===== src/rtl/assert_macros.svh =====
// Assertion helpers for the RTL.
`ifndef ASSERT_MACROS_SVH
`define ASSERT_MACROS_SVH

// Concurrent check of a property on the rising clock edge, off during reset.
`define RCI_ASSERT(lbl, clk, rst, prop, msg) \
   lbl: assert property (@(posedge clk) disable iff (rst) (prop)) else $error(msg);

// Concurrent check that a condition never holds.
`define RCI_NEVER(lbl, clk, rst, expr, msg) \
   lbl: assert property (@(posedge clk) disable iff (rst) !(expr)) else $error(msg);

`endif


===== src/rtl/rci_div_cell.sv =====
`default_nettype none

// One quotient bit of a restoring divide, LN lanes sharing one divisor.
// Each lane's nq word shifts dividend bits out at the top, quotient bits in below.
module rci_div_cell #(
   parameter int DW = 32,
   parameter int NW = 31,
   parameter int LN = 2,
   parameter int SW = 1
) (
   input  logic                   clock,
   input  logic                   reset,
   input  logic                   in_valid,
   input  logic [DW-1:0]          in_div,
   input  logic [LN-1:0][DW-1:0]  in_rem,
   input  logic [LN-1:0][NW-1:0]  in_nq,
   input  logic [SW-1:0]          in_side,
   output logic                   out_valid,
   output logic [DW-1:0]          out_div,
   output logic [LN-1:0][DW-1:0]  out_rem,
   output logic [LN-1:0][NW-1:0]  out_nq,
   output logic [SW-1:0]          out_side
);

   logic                  valid_ff;
   logic [DW-1:0]         div_ff;
   logic [LN-1:0][DW:0]   trial, diff;
   logic [LN-1:0]         take;
   logic [LN-1:0][DW-1:0] rem_in, rem_ff;
   logic [LN-1:0][NW-1:0] nq_in, nq_ff;
   logic [SW-1:0]         side_ff;

   always_comb begin
      for (int l = 0; l < LN; l++) begin
         trial[l]  = {in_rem[l], in_nq[l][NW-1]};
         diff[l]   = trial[l] - {1'b0, in_div};
         take[l]   = (trial[l] >= {1'b0, in_div});
         rem_in[l] = take[l] ? diff[l][DW-1:0] : trial[l][DW-1:0];
         nq_in[l]  = {in_nq[l][NW-2:0], take[l]};
      end
   end

   always_ff @(posedge clock) begin
      if (reset) begin
         valid_ff <= 1'b0;
      end else begin
         valid_ff <= in_valid;
      end
   end

   always_ff @(posedge clock) begin
      div_ff  <= in_div;
      rem_ff  <= rem_in;
      nq_ff   <= nq_in;
      side_ff <= in_side;
   end

   assign out_valid = valid_ff;
   assign out_div   = div_ff;
   assign out_rem   = rem_ff;
   assign out_nq    = nq_ff;
   assign out_side  = side_ff;

endmodule

`default_nettype wire


===== config.mk =====
export PLATFORM = sky130hd
export DESIGN_NAME = rci_div_cell
export DESIGN_NICKNAME = d
export VERILOG_FILES = /design/src/rtl/assert_macros.svh /design/src/rtl/rci_div_cell.sv
export SDC_FILE = /design/constraint.sdc
export NUM_CORES = 1
export LEC_CHECK = 0
export BUFFER_PORTS_ARGS = -buffer_cell sky130_fd_sc_hd__buf_2
export CAP_MARGIN = 20
export CORE_MARGIN = 10
export CORE_UTILIZATION = 45
export DETAILED_ROUTE_END_ITERATION = 8
export GPL_ROUTABILITY_DRIVEN = 0
export GPL_TIMING_DRIVEN = 0
export PLACE_DENSITY_LB_ADDON = 0.05
export SLEW_MARGIN = 20
export SYNTH_ARGS = -nofsm -noshare
export SYNTH_HDL_FRONTEND = slang
export SYNTH_SLANG_ARGS = --single-unit
export TNS_END_PERCENT = 10

===== constraint.sdc =====
create_clock -name clock -period 6.5 [get_ports clock]
set_input_delay 0.65 -clock clock [delete_from_list [all_inputs] [get_ports clock]]
set_output_delay 0.65 -clock clock [all_outputs]
set_load 0.01 [all_outputs]

==> impl_metrics.yaml <==
sta:
  relSlewSlack: 0.517
  fin_crit_sh: 0.481
  timing.hold.ws_ns: 0.325
  finalSetupViolations: 0
  hold_violations: 0
  drv_slew: 0
  grt_setup_unrepaired: "no"
  setup_tns_ns: 0
  fmax_mhz: 320
  finalCriticalPeriod_ns: 3.13
  tightest_slew_ns: 0.716
detailed_routing:
  drc: 0
  avgRoutedWirePerCell_um: 18.4
  final_antenna_net_count: 0
  drtIter0Drc: 418
  wl_mm: 25.5
  drt_pass1_iterations: 5
  via_per_inst: 5.09
  vias: 7048
synthesis:
  ys_seq_area_frac: 0.414
  synth_area_um2: 7730
  synth.distinct_cells: 67
  synth.area.top_cells: "dfxtp_1 (41%), ha_1 (10%), mux2_4 (4.9%), a21oi_1 (3.9%), o21ai_0 (3.6%)"
  netlist_instances: 810
  ys_seq_elements: 160
  yosysWarnings: 0
  syn_avg_cell_area_um2: 9.55
  synth_edf_count: 0
  syn-num-nets: 1038
  synthFlopType: "dfxtp_1"
  synthArstFlopShare: 0
  synth_top_area_frac: 0.414
  yosysTopAreaCell: "dfxtp_1"
floorplan:
  die_w_um: 151
  start_util: 0.463
  coreArea_um2: 16700
  row_count: 47
  die_h_um: 151
  die-area_um2: 22800
  io_pins: 322
worst_setup_path:
  crit_fanout: 10
  critPathSlowestCell: "ha_1"
  cp_data_arrival_time_ns: 3.41
  path_delay_family: "compound AO/OA/AOI/OAI gates"
  end_kind: "register"
  path_common_cell: "o21ai_0"
  critPathLaunchType: "input port"
  cp_cell_sequence: "buf_2 > inv_1 > ha_1 > a211oi_2 > o21ai_0 > a221o_1 > a221oi_2 > a31oi_1 > nor2_4 > clkbuf_1 > o21ai_0"
  crit_type: "input port to register"
  cp.buffers_inverters: 3
  max_stage_delay_ns: 0.42
  worstPathRequired_ns: 6.78
power_and_ir_drop:
  ir_drop_v: 0.000190
  powerDensity_nw_per_um2: 285
  p_leak_nw: 5.11
clocking:
  cts.sinks: 160
  cts.clk_slew.worst_paths_ns: 0.07
  h-tree-depth: 4
  post_cts_resized: 0
  root_buffer: "clkbuf_16"
  cts_max_path_buffers: 2
  tritoncts: "yes"
  post-cts-setup-buffers: 0
  cts_hold_buf: 0
  cts_buffers: 17
finish:
  final_common_cell: "buf_2"
  drive_gt1_frac: 0.353
  area_growth_syn_to_layout_pct: 32.1
  ff_latch_area_um2: 3200
  fin_nets: 1378
  stdcell_area_um2: 10200
  final.fill_count: 1472
  multi_input_area_um2: 4170
  layout_common_cells: "buf_2 (329), dfxtp_1 (160), nand2_1 (69)"
global_route:
  overflow: 0
  grt_pass1_vias: 6791
  grt_usage: 0.210
  antenna_found_initial: 1
  grt_pass1_wl_mm: 37.1
  grt_max_degree: 17
placed_design:
  placed_area_um2: 9620
  dp_hpwl_mm: 21.6
  portBuffers: 321
outcome:
  status: "completed"
min_path:
  hp-class: "input port to register"
job:
  cap_violations: 0
## per-layer routing
| layer | up-vias | share of wire | track usage |
|---|---|---|---|
| li1 | 3566 | - | - |
| met1 | 3212 | 0.42 | 0.249 |
| met2 | 248 | 0.49 | 0.360 |
| met3 | 20 | 0.084 | 0.0621 |
| met4 | 2 | 0.014 | 0.0654 |
| met5 | - | 0.00051 | 0 |
## stage by stage
| stage | setup slack, ns | util | total power, W | instances |
|---|---|---|---|---|
| after floorplan | 3.48 | - | 0.00163 | 810 |
| after global placement | 2.96 | 0.576 | 0.00192 | 1351 |
| after detailed placement | 2.97 | 0.576 | 0.00192 | 1351 |
| after CTS | 3.42 | 0.612 | 0.00295 | 1383 |
| after global routing | 3.17 | 0.612 | 0.00307 | 1383 |
| final | 3.37 | 0.612 | 0.00292 | 1384 |
## where the power goes
part	switching (W)	internal, W	total (W)
clock network	0.000437	0.000580	0.00102
registers	0.0000256	0.00110	0.00113
logic	0.000430	0.000343	0.000774
total	0.000893	0.00202	0.00292
## area by class of cell
type / count / share of cell area
Antenna cell: 1 / 0.000245
Buffer: 20 / 0.0135
Clock buffer: 18 / 0.0420
Clock inverter: 14 / 0.0169
Inverter: 60 / 0.0220
Multi-Input combinational cell: 570 / 0.408
Sequential cell: 160 / 0.313
Tap cell: 220 / 0.0269
Timing Repair Buffer: 321 / 0.157
## Yosys cell counts, drive strengths merged, types with 2 or more instances
master,count
a2111oi,2
o21ai,56
nor4,6
a31oi,9
mux2,28
o221ai,3
ha,64
o21bai,8
and2,5
o211ai,9
and4,2
o21a,7
dfxtp,160
o31ai,6
nor3,11
fa,2
nor2,38
buf,12
nand2b,10
xnor2,26
a2111o,2
a21oi,61
nand4,10
inv,60
xor2,25
and3,7
a21boi,2
nand3,25
o2111ai,2
a311oi,2
nand2,69
nor4b,2
a21o,28
nor2b,11
clkbuf,8
a41oi,4
a211oi,13
## worst paths after layout
kind | from | endpoint | slack (ns) | cells after the start
setup / recovery | in_div[20] | out_rem[36]$_DFF_P_ | 3.37 | 11
hold / removal | in_nq[40] | out_nq[41]$_DFF_P_ | 0.33 | 1
## sequential cells by signal, summed over array words and instances (netlist names)
register / count
out_div: 32
out_nq: 62
out_rem: 64
out_side: 1
out_valid: 1
## cells by family after synthesis
family          count (synthesis)  share of synthesized area
xor+xnor                       51                     0.0577
fa+ha+maj                      66                      0.109
mux                            29                     0.0542
simple gates                  199                      0.125
buf+inv                        80                     0.0469
flops                         160                      0.414
compound gates                225                      0.193
Note: power is estimated with default switching activity, not from simulation.
