### src/rtl/assert_macros.svh
// Assertion helpers for the RTL.
`ifndef ASSERT_MACROS_SVH
`define ASSERT_MACROS_SVH

// Concurrent check of a property on the rising clock edge, off during reset.
`define RCI_ASSERT(lbl, clk, rst, prop, msg) \
   lbl: assert property (@(posedge clk) disable iff (rst) (prop)) else $error(msg);

// Concurrent check that a condition never holds.
`define RCI_NEVER(lbl, clk, rst, expr, msg) \
   lbl: assert property (@(posedge clk) disable iff (rst) !(expr)) else $error(msg);

`endif

### src/rtl/rci_sqrt_cell.sv
`default_nettype none

// One digit of a restoring integer square root; two radicand bits per cell.
module rci_sqrt_cell #(
   parameter int QW = 32,
   parameter int NW = 64,
   parameter int SW = 1
) (
   input  logic          clock,
   input  logic          reset,
   input  logic          in_valid,
   input  logic [QW+1:0] in_rem,
   input  logic [QW-1:0] in_root,
   input  logic [NW-1:0] in_rad,
   input  logic [SW-1:0] in_side,
   output logic          out_valid,
   output logic [QW+1:0] out_rem,
   output logic [QW-1:0] out_root,
   output logic [NW-1:0] out_rad,
   output logic [SW-1:0] out_side
);

   logic          valid_ff;
   logic [QW+1:0] rem_sh, trial, rem_in, rem_ff;
   logic [QW-1:0] root_in, root_ff;
   logic [NW-1:0] rad_in, rad_ff;
   logic [SW-1:0] side_ff;
   logic          take;

   always_comb begin
      rem_sh  = {in_rem[QW-1:0], in_rad[NW-1 -: 2]};
      trial   = {in_root, 2'b01};
      take    = (rem_sh >= trial);
      rem_in  = take ? (rem_sh - trial) : rem_sh;
      root_in = {in_root[QW-2:0], take};
      rad_in  = {in_rad[NW-3:0], 2'b00};
   end

   always_ff @(posedge clock) begin
      if (reset) begin
         valid_ff <= 1'b0;
      end else begin
         valid_ff <= in_valid;
      end
   end

   always_ff @(posedge clock) begin
      rem_ff  <= rem_in;
      root_ff <= root_in;
      rad_ff  <= rad_in;
      side_ff <= in_side;
   end

   assign out_valid = valid_ff;
   assign out_rem   = rem_ff;
   assign out_root  = root_ff;
   assign out_rad   = rad_ff;
   assign out_side  = side_ff;

endmodule

`default_nettype wire

### config.mk
export PLATFORM = sky130hd
export DESIGN_NAME = rci_sqrt_cell
export DESIGN_NICKNAME = d
export VERILOG_FILES = /design/src/rtl/assert_macros.svh /design/src/rtl/rci_sqrt_cell.sv
export SDC_FILE = /design/constraint.sdc
export NUM_CORES = 1
export LEC_CHECK = 0
export BUFFER_PORTS_ARGS = -buffer_cell sky130_fd_sc_hd__buf_2
export CORE_MARGIN = 2
export CORE_UTILIZATION = 30
export DETAILED_ROUTE_END_ITERATION = 10
export GPL_TIMING_DRIVEN = 1
export HOLD_SLACK_MARGIN = 0.06
export PLACE_DENSITY = 0.67
export REMOVE_ABC_BUFFERS = 1
export SYNTH_ARGS = -nofsm -noshare
export SYNTH_HDL_FRONTEND = slang
export SYNTH_SLANG_ARGS = --single-unit
### constraint.sdc
create_clock -name clock -period 2.8 [get_ports clock]
set_input_delay 0.7 -clock clock [delete_from_list [all_inputs] [get_ports clock]]
set_output_delay 0.7 -clock clock [all_outputs]
set_load 0.02 [all_outputs]
==> impl_metrics.py, run 1 <==
metrics = {
    "grt": {
        "overall_global_routing_usage": 0.165,
        "grt.met1_usage": 0.181,
        "grt_max_degree": 29,
        "grt-busiest-layer": "met2",
        "use_met3": 0.0465,
        "grt_antenna_before_repair": 2,
        "globalRoute.totalOverflow": 0,
        "via_count_of_the_first_global_routing_pass": 4831,
        "grt_first_pass_wirelength_um": 23300,
        "gr-usage-met2": 0.297,
    },
    "clock_network": {
        "clkTransAtPathRegs_ns": 0.06,
        "clk_root_buffer_cell": "sky130_fd_sc_hd__clkbuf_16",
        "clock-sinks": 130,
        "hold_buffers": 0,
        "numCtsBuffers": 17,
        "cts.path.max_buffers": 2,
        "cts_tree": "done",
        "cts.htree.levels": 4,
        "cts_post_setup_buffers_inserted": 0,
        "cts_resized": 0,
    },
    "floorplanning": {
        "die-height_um": 134,
        "chipWidth_um": 134,
        "core-area_um2": 16500,
        "die-area_um2": 17900,
        "std_cell_rows": 47,
        "io_pins": 266,
        "initial_core_util": 0.306,
    },
    "layout": {
        "count_of_inserted_antenna_diode_cells": 0,
        "final_cells": 1097,
        "layout-drive-gt1-share": 0.444,
        "area_delta_synth_final_pct": 54.9,
        "utilization": 0.475,
        "filler_cell_count": 1626,
        "finalNetCount": 1033,
        "final_cell_area_um2": 7840,
    },
    "yosys": {
        "synth_sequential_area_ratio": 0.514,
        "synth-async-reset-ratio": 0,
        "synth-edff-count": 0,
        "synthTopCellsByArea": "sky130_fd_sc_hd__dfxtp_1, sky130_fd_sc_hd__ha_1, sky130_fd_sc_hd__nand2_1",
        "synth_top_flop_cell": "sky130_fd_sc_hd__dfxtp_1",
        "synth_top_area_frac": 0.514,
        "synth_seq_cells": 130,
        "post_synth.cell_area_avg_um2": 9.79,
        "netlist-cell-type-count": 60,
        "ys.warnings.count": 0,
        "synthDominantAreaCellType": "sky130_fd_sc_hd__dfxtp_1",
        "synth.cell_area_um2": 5060,
        "postSynthCellCount": 517,
    },
    "worst_setup_path": {
        "worstSetupStartpointType": "primary input",
        "path_class": "primary input to flip-flop",
        "path_cells": "buf_2 -> inv_1 -> ha_1 -> nand3_1 -> a211oi_2 -> o31ai_2 -> o31a_1 -> o21ai_4 -> nand4_1 -> a211o_1 -> o211a_1",
        "critical-path-top-delay-family": "compound AO/OA/AOI/OAI gates",
        "slowest_delay_ns": 0.35,
        "crit_path_max_fanout": 6,
        "arrival_ns": 2.95,
        "crit_buf_inv": 2,
        "worst_path_max_delay_cell": "sky130_fd_sc_hd__o31a_1",
        "timing.critical_path.required_ns": 3.10,
        "critPathCaptureType": "flip-flop",
    },
    "power": {
        "ir_worst_vdd_v": 0.000406,
        "p_leak_uw": 0.00402,
        "power_density_nw_per_um2": 723,
        "total_power_uw": 5670,
    },
    "placement": {
        "detailed_place_hpwl_um": 12300,
        "placement.cell_area_um2": 7200,
        "dpl.cell_count": 1066,
        "preCtsSetupSlack_ns": -0.279,
        "gp_congestion": 0.899,
        "portBuffers": 261,
    },
    "detailed_routing": {
        "drcViolationCount": 0,
        "route.detailed.vias_per_inst": 4.49,
        "route.detailed.wl_per_inst_um": 13.6,
        "wl_um": 14900,
        "ant_nets_after_route": 0,
        "drt-pass1-iter-count": 4,
        "drt_iter0_markers": 253,
        "routed-via-count": 4924,
    },
    "timing": {
        "report.final.hold_viol_count": 0,
        "postLayoutSetupSlackWorst_ns": 0.152,
        "report.final.setup_viol": 0,
        "grt_setup_unrepaired": "false",
        "maxClockFrequency_mhz": 378,
        "layout_min_cycle_time_ns": 2.65,
        "period_share": 0.946,
        "maxSlewViolCount": 0,
    },
    "run_status": {
        "run_status": "complete, no violations",
    },
    "flow_run": {
        "cap_violations": 0,
    },
    "worst_hold_path": {
        "min_path_type": "primary input to flip-flop",
    },
}
==> where the power goes <==
group          total [uW]  internal [uW]  switching (uW)
clock                2350           1500             846
combinational        1270            546             727
sequential           2050           2020            35.6
==> cell usage in the layout, fill, tap and decap left out, types with 7 or more instances in the layout <==
cell	count
sky130_fd_sc_hd__a21o_1	11
sky130_fd_sc_hd__a21oi_1	36
sky130_fd_sc_hd__buf_2	261
sky130_fd_sc_hd__buf_4	80
sky130_fd_sc_hd__clkbuf_16	17
sky130_fd_sc_hd__dfxtp_1	130
sky130_fd_sc_hd__ha_1	34
sky130_fd_sc_hd__inv_1	49
sky130_fd_sc_hd__nand2_1	53
sky130_fd_sc_hd__nand3_1	11
sky130_fd_sc_hd__nand4_1	7
sky130_fd_sc_hd__nor2_1	21
sky130_fd_sc_hd__o21ai_0	30
sky130_fd_sc_hd__o21ai_1	16
sky130_fd_sc_hd__xnor2_1	14
sky130_fd_sc_hd__xor2_1	13
==> state kept, by name, summed over array words and instances (netlist names) <==
register,cells
out_rad,62
out_rem,34
out_root,32
out_side,1
out_valid,1
==> synthesized netlist by cell type (4+ instances only) <==
cell,instances
sky130_fd_sc_hd__dfxtp_1,130
sky130_fd_sc_hd__nand2_1,53
sky130_fd_sc_hd__inv_1,49
sky130_fd_sc_hd__a21oi_1,36
sky130_fd_sc_hd__ha_1,34
sky130_fd_sc_hd__o21ai_0,30
sky130_fd_sc_hd__nor2_1,21
sky130_fd_sc_hd__o21ai_1,16
sky130_fd_sc_hd__xnor2_1,14
sky130_fd_sc_hd__xor2_1,13
sky130_fd_sc_hd__a21o_1,11
sky130_fd_sc_hd__nand3_1,11
sky130_fd_sc_hd__nand4_1,7
sky130_fd_sc_hd__clkbuf_1,6
sky130_fd_sc_hd__o21bai_1,6
sky130_fd_sc_hd__a211oi_1,5
sky130_fd_sc_hd__buf_4,5
sky130_fd_sc_hd__o21a_1,5
sky130_fd_sc_hd__nor4_1,4
sky130_fd_sc_hd__o211ai_1,4
==> metal layers <==
layer | vias up | part of all wire
met5 | - | 0.0020
met4 | 4 | 0.025
met3 | 27 | 0.080
met2 | 200 | 0.50
met1 | 2212 | 0.39
li1 | 2481 | -
==> final timing paths <==
path              startpoint                  end  depth (start not counted)
setup / recovery  in_root[2]  out_rem[33]$_DFF_P_                         11
hold / removal    in_rad[37]  out_rad[39]$_DFF_P_                          1
==> stage by stage <==
step | TNS, ns | hold slack (ns)
5_1_grt | 0 | 0.360
3_3_place_gp | -5.32 | 0.802
3_5_place_dp | -6.25 | 0.804
2_1_floorplan | -62.87 | 0.728
6_report | 0 | 0.386
4_1_cts | 0 | 0.364
==> cell type report <==
class / instances / area [um2] / share of cell area
sequential: 130 / 2600 / 0.332
multi-input combinational: 324 / 2200 / 0.281
timing repair buffer: 343 / 1950 / 0.248
clock buffer: 17 / 425 / 0.0542
tap: 220 / 275 / 0.0351
clock inverter: 14 / 205 / 0.0262
inverter: 49 / 184 / 0.0235
==> kinds of logic (layout without fill, tap and decap cells) <==
kind of cell / count (synthesis) / in the layout / synth area share
xor+xnor: 27 / 27 / 0.0467
buf+inv: 64 / 423 / 0.0559
simple gates: 117 / 117 / 0.111
flops: 130 / 130 / 0.514
compound gates: 144 / 144 / 0.187
fa+ha+maj: 34 / 34 / 0.0840
other cells: 1 / 2 / 0.000741
Note: power is estimated with default switching activity, not from simulation.
==> run 2, diff against run 1 <==
Settings changed: MAX_ROUTING_LAYER set to met4.
==> impl_metrics.py, run 2 (synthesis results as in run 1) <==
metrics = {
    "detailed_routing": {
        "drcViolationCount": 0,
        "wl_um": 14800,
        "ant_nets_after_route": 0,
        "drt-pass1-iter-count": 6,
        "drt_iter0_markers": 202,
        "route.detailed.vias_per_inst": 4.44,
        "route.detailed.wl_per_inst_um": 13.4,
        "routed-via-count": 4895,
    },
    "worst_setup_path": {
        "arrival_ns": 2.96,
        "crit_path_max_fanout": 6,
        "worstSetupStartpointType": "primary input",
        "setup.worst_path.start": "in_root[2]",
        "critPathCaptureType": "flip-flop",
        "timing.critical_path.required_ns": 3.10,
        "path_class": "primary input to flip-flop",
    },
    "clock_network": {
        "hold_buffers": 0,
        "cts_post_setup_buffers_inserted": 0,
        "cts_tree": "done",
        "cts.path.max_buffers": 2,
        "clock-sinks": 130,
        "clk_root_buffer_cell": "sky130_fd_sc_hd__clkbuf_16",
        "clkTransAtPathRegs_ns": 0.06,
        "cts_resized": 0,
        "numCtsBuffers": 17,
        "cts.htree.levels": 4,
    },
    "floorplanning": {
        "core-area_um2": 16500,
        "die-height_um": 134,
        "std_cell_rows": 47,
        "chipWidth_um": 134,
        "die-area_um2": 17900,
        "io_pins": 266,
        "initial_core_util": 0.306,
    },
    "placement": {
        "detailed_place_hpwl_um": 12100,
        "gp_congestion": 0.915,
        "portBuffers": 261,
        "placement.cell_area_um2": 7200,
    },
    "grt": {
        "globalRoute.totalOverflow": 0,
        "via_count_of_the_first_global_routing_pass": 4701,
        "grt_first_pass_wirelength_um": 22600,
        "grt_max_degree": 33,
        "overall_global_routing_usage": 0.165,
        "grt_antenna_before_repair": 2,
    },
    "layout": {
        "final_cell_area_um2": 7800,
        "finalNetCount": 1035,
        "layout-drive-gt1-share": 0.444,
        "layout_commonest_cell": "sky130_fd_sc_hd__buf_2",
        "largest_register_ff_count": 62,
        "area_delta_synth_final_pct": 54.2,
        "most-common-layout-cells": "sky130_fd_sc_hd__buf_2, sky130_fd_sc_hd__dfxtp_1, sky130_fd_sc_hd__buf_4",
    },
    "timing": {
        "maxSlewViolCount": 0,
        "report.final.setup_viol": 0,
        "grt_setup_unrepaired": "false",
        "worst_slew_pin_tran_ns": 0.486,
        "report.final.hold_viol_count": 0,
        "period_share": 0.951,
        "worst_relative_slew_slack": 0.667,
        "maxClockFrequency_mhz": 375,
        "layout_min_cycle_time_ns": 2.66,
    },
    "run_status": {
        "run_status": "complete, no violations",
    },
    "worst_hold_path": {
        "min-delay-start": "in_rad[17]",
        "min_path_type": "primary input to flip-flop",
    },
    "flow_run": {
        "cap_violations": 0,
    },
    "power": {
        "total_power_uw": 5550,
        "ir_worst_vdd_v": 0.000410,
        "p_leak_uw": 0.00401,
        "power_density_nw_per_um2": 712,
    },
}
run 2: cell types whose count changed in the layout (fill, tap and decap cells not counted), moves of 2 or more:
cell	change
sky130_fd_sc_hd__buf_4	+3
sky130_fd_sc_hd__inv_6	+5
sky130_fd_sc_hd__diode_2	+2
sky130_fd_sc_hd__bufinv_16	-2
sky130_fd_sc_hd__clkinv_4	-4
run 2: per-layer routing:
metal | part of all wire | up-vias | track usage
met5 | 0 | - | -
met4 | 0.013 | 0 | 0.0603
met3 | 0.072 | 12 | 0.0420
met2 | 0.51 | 190 | 0.295
met1 | 0.40 | 2206 | 0.176
li1 | - | 2487 | -
run 2: critical path, cell delays in order:
cell and delay [ns]:
sky130_fd_sc_hd__buf_2 0.09, sky130_fd_sc_hd__inv_1 0.04, sky130_fd_sc_hd__ha_1 0.33, sky130_fd_sc_hd__nand3_1 0.19
sky130_fd_sc_hd__a211oi_2 0.30, sky130_fd_sc_hd__o31ai_2 0.13, sky130_fd_sc_hd__o31a_1 0.34, sky130_fd_sc_hd__o21ai_4 0.29
sky130_fd_sc_hd__o211ai_2 0.15, sky130_fd_sc_hd__a21o_1 0.20, sky130_fd_sc_hd__a31o_1 0.19
run 2: path summary, 6_finish.rpt:
| path | to | cells after the start | slack (ns) |
|---|---|---|---|
| min | out_rad[19]$_DFF_P_ | 1 | 0.38 |
| max | out_rem[31]$_DFF_P_ | 11 | 0.14 |
run 2: metrics by stage:
stage	hold slack [ns]	cells	TNS (ns)	setup WS (ns)	util
floorplan	0.728	503	-62.87	-1.95	-
global placement	0.802	1068	-4.98	-0.256	0.436
detailed placement	0.804	1068	-5.16	-0.263	0.436
CTS	0.363	1100	0	0.158	0.472
global route	0.361	1102	0	0.0275	0.472
finish	0.381	1102	0	0.137	0.472
run 2: cell type report:
type                       instances  area [um2]
tap                              220         275
inverter                          49         184
timing repair buffer             345        1950
antenna                            2        5.00
clock inverter                    14         168
clock buffer                      18         429
multi-input combinational        324        2190
fill                            1600        8720
sequential                       130        2600
run 2: where the power goes:
part	internal, uW	leakage, uW	switching, uW
Combinational	541	0.00262	717
Sequential	2020	0.00110	36.0
Clock	1340	0.000287	899
Total	3900	0.00401	1650
==> run 3, diff against run 2 <==
Settings changed: CORE_MARGIN 2 to unset.
==> impl_metrics.py, run 3 (synthesis results as in run 1) <==
metrics = {
    "detailed_routing": {
        "routed-via-count": 4777,
        "drt-pass1-iter-count": 9,
        "route.detailed.wl_per_inst_um": 13.3,
        "drcViolationCount": 2,
        "drt_iter0_markers": 205,
        "wl_um": 14600,
        "route.detailed.vias_per_inst": 4.36,
        "ant_nets_after_route": 0,
    },
    "layout": {
        "final_cells": 1096,
        "layout-drive-gt1-share": 0.441,
        "area_delta_synth_final_pct": 53.5,
        "layout_commonest_cell": "sky130_fd_sc_hd__buf_2",
        "filler_cell_count": 1633,
        "most-common-layout-cells": "sky130_fd_sc_hd__buf_2, sky130_fd_sc_hd__dfxtp_1, sky130_fd_sc_hd__buf_4",
        "multiInputGateArea_um2": 2190,
        "largest_register_ff_count": 62,
        "finalNetCount": 1029,
        "register_area_um2": 2600,
    },
    "grt": {
        "grt_first_pass_wirelength_um": 23100,
        "grt_antenna_before_repair": 2,
        "grt_max_degree": 34,
        "globalRoute.totalOverflow": 0,
        "via_count_of_the_first_global_routing_pass": 4704,
        "overall_global_routing_usage": 0.176,
    },
    "floorplanning": {
        "initial_core_util": 0.306,
        "io_pins": 266,
        "std_cell_rows": 47,
        "die-area_um2": 17400,
        "core-area_um2": 16500,
        "chipWidth_um": 132,
        "die-height_um": 132,
    },
    "worst_setup_path": {
        "crit_path_max_fanout": 33,
        "path_class": "primary input to flip-flop",
        "arrival_ns": 2.92,
        "slowest_delay_ns": 0.36,
        "path_cells": "buf_2 -> ha_1 -> a211o_1 -> a21oi_2 -> o211ai_1 -> a221oi_2 -> nor2_1 -> a21boi_4 -> buf_12 -> nor3b_1 -> a21o_1",
        "worstSetupStartpointType": "primary input",
        "crit_buf_inv": 2,
        "worst_path_max_delay_cell": "sky130_fd_sc_hd__a221oi_2",
        "timing.critical_path.required_ns": 3.11,
        "critical-path-top-delay-family": "compound AO/OA/AOI/OAI gates",
        "critPathCaptureType": "flip-flop",
    },
    "power": {
        "power_density_nw_per_um2": 714,
        "clock_power_share": 0.404,
        "power.sequential.fraction": 0.369,
        "combPwrFrac": 0.227,
        "ir_worst_vdd_v": 0.000434,
        "p_leak_uw": 0.00398,
        "total_power_uw": 5550,
        "p_sw_uw": 1650,
        "swShare": 0.298,
        "p_int_uw": 3900,
    },
    "timing": {
        "layout_min_cycle_time_ns": 2.61,
        "maxSlewViolCount": 0,
        "worst_relative_slew_slack": 0.606,
        "report.final.hold_viol_count": 0,
        "maxClockFrequency_mhz": 383,
        "period_share": 0.933,
        "report.final.setup_viol": 0,
        "grt_setup_unrepaired": "false",
        "hold_ws_ns": 0.377,
        "postLayoutSetupSlackWorst_ns": 0.188,
        "worst_slew_pin_tran_ns": 0.577,
    },
    "placement": {
        "detailed_place_hpwl_um": 12000,
        "dpl.cell_count": 1062,
        "gp_congestion": 0.852,
        "preCtsSetupSlack_ns": -0.265,
        "portBuffers": 261,
    },
    "clock_network": {
        "cts.htree.levels": 4,
        "numCtsBuffers": 17,
        "clkTransAtPathRegs_ns": 0.06,
        "cts.path.max_buffers": 2,
        "clock-sinks": 130,
        "cts_tree": "done",
        "clk_root_buffer_cell": "sky130_fd_sc_hd__clkbuf_16",
    },
    "run_status": {
        "failing_checks": "DRC",
        "run_status": "complete, but fails checks",
    },
    "worst_hold_path": {
        "hold_end": "out_rad[15]$_DFF_P_",
        "min_path_type": "primary input to flip-flop",
        "hold-path-cell-count": 1,
        "min-delay-start": "in_rad[13]",
    },
    "flow_run": {
        "cap_violations": 0,
    },
}
[run 3: what timing repair did]
item	in CTS	in global routing
endpoints found under the hold margin	0	0
hold buffers	0	0
buffers inserted	0	0
resized for setup	0	0
setup endpoints to repair	0	1
[run 3: layout make-up]
type                            count  share of cell area
Sequential cell                   130               0.335
Clock inverter                     14              0.0216
Antenna cell                        2            0.000644
Clock buffer                       18              0.0552
Timing Repair Buffer              339               0.247
Tap cell                          220              0.0354
Multi-Input combinational cell    324               0.282
Inverter                           49              0.0237
[run 3: power by group through the flow]
stage	Clock, uW	Sequential, uW	Combinational, uW
4_1_cts	2310	2050	1270
2_1_floorplan	0	2320	486
3_5_place_dp	0	2090	1270
5_1_grt	2380	2070	1380
6_report	2240	2050	1260
3_3_place_gp	0	2090	1250
[run 3: how the worst max path moves through the flow]
stage | start | endpoint | slack (ns) | cells past startpoint
2_1_floorplan | in_root[9] | out_rem[31]$_DFF_P_ | -1.95 | 10
3_3_place_gp | in_root[2] | out_rem[31]$_DFF_P_ | -0.25 | 11
3_5_place_dp | in_root[2] | out_rem[31]$_DFF_P_ | -0.26 | 11
4_1_cts | in_root[9] | out_rem[9]$_DFF_P_ | 0.17 | 12
5_1_grt | in_root[2] | out_rem[31]$_DFF_P_ | 0.007 | 11
6_report | in_rem[9] | out_rem[9]$_DFF_P_ | 0.19 | 11
[run 3: per-stage QoR]
step | cell area, um2 | utilization | setup TNS, ns
after CTS | 7770 | 0.470 | 0
after global placement | 7170 | 0.434 | -5.36
final | 7770 | 0.470 | 0
after global routing | 7770 | 0.470 | 0
after detailed placement | 7170 | 0.434 | -5.55
after floorplan | 4970 | - | -62.87
[run 3: per-layer routing]
layer  part of all wire  GRT usage
met5                  0          -
met4              0.018     0.0665
met3              0.062     0.0461
met2               0.52      0.312
met1               0.40      0.186
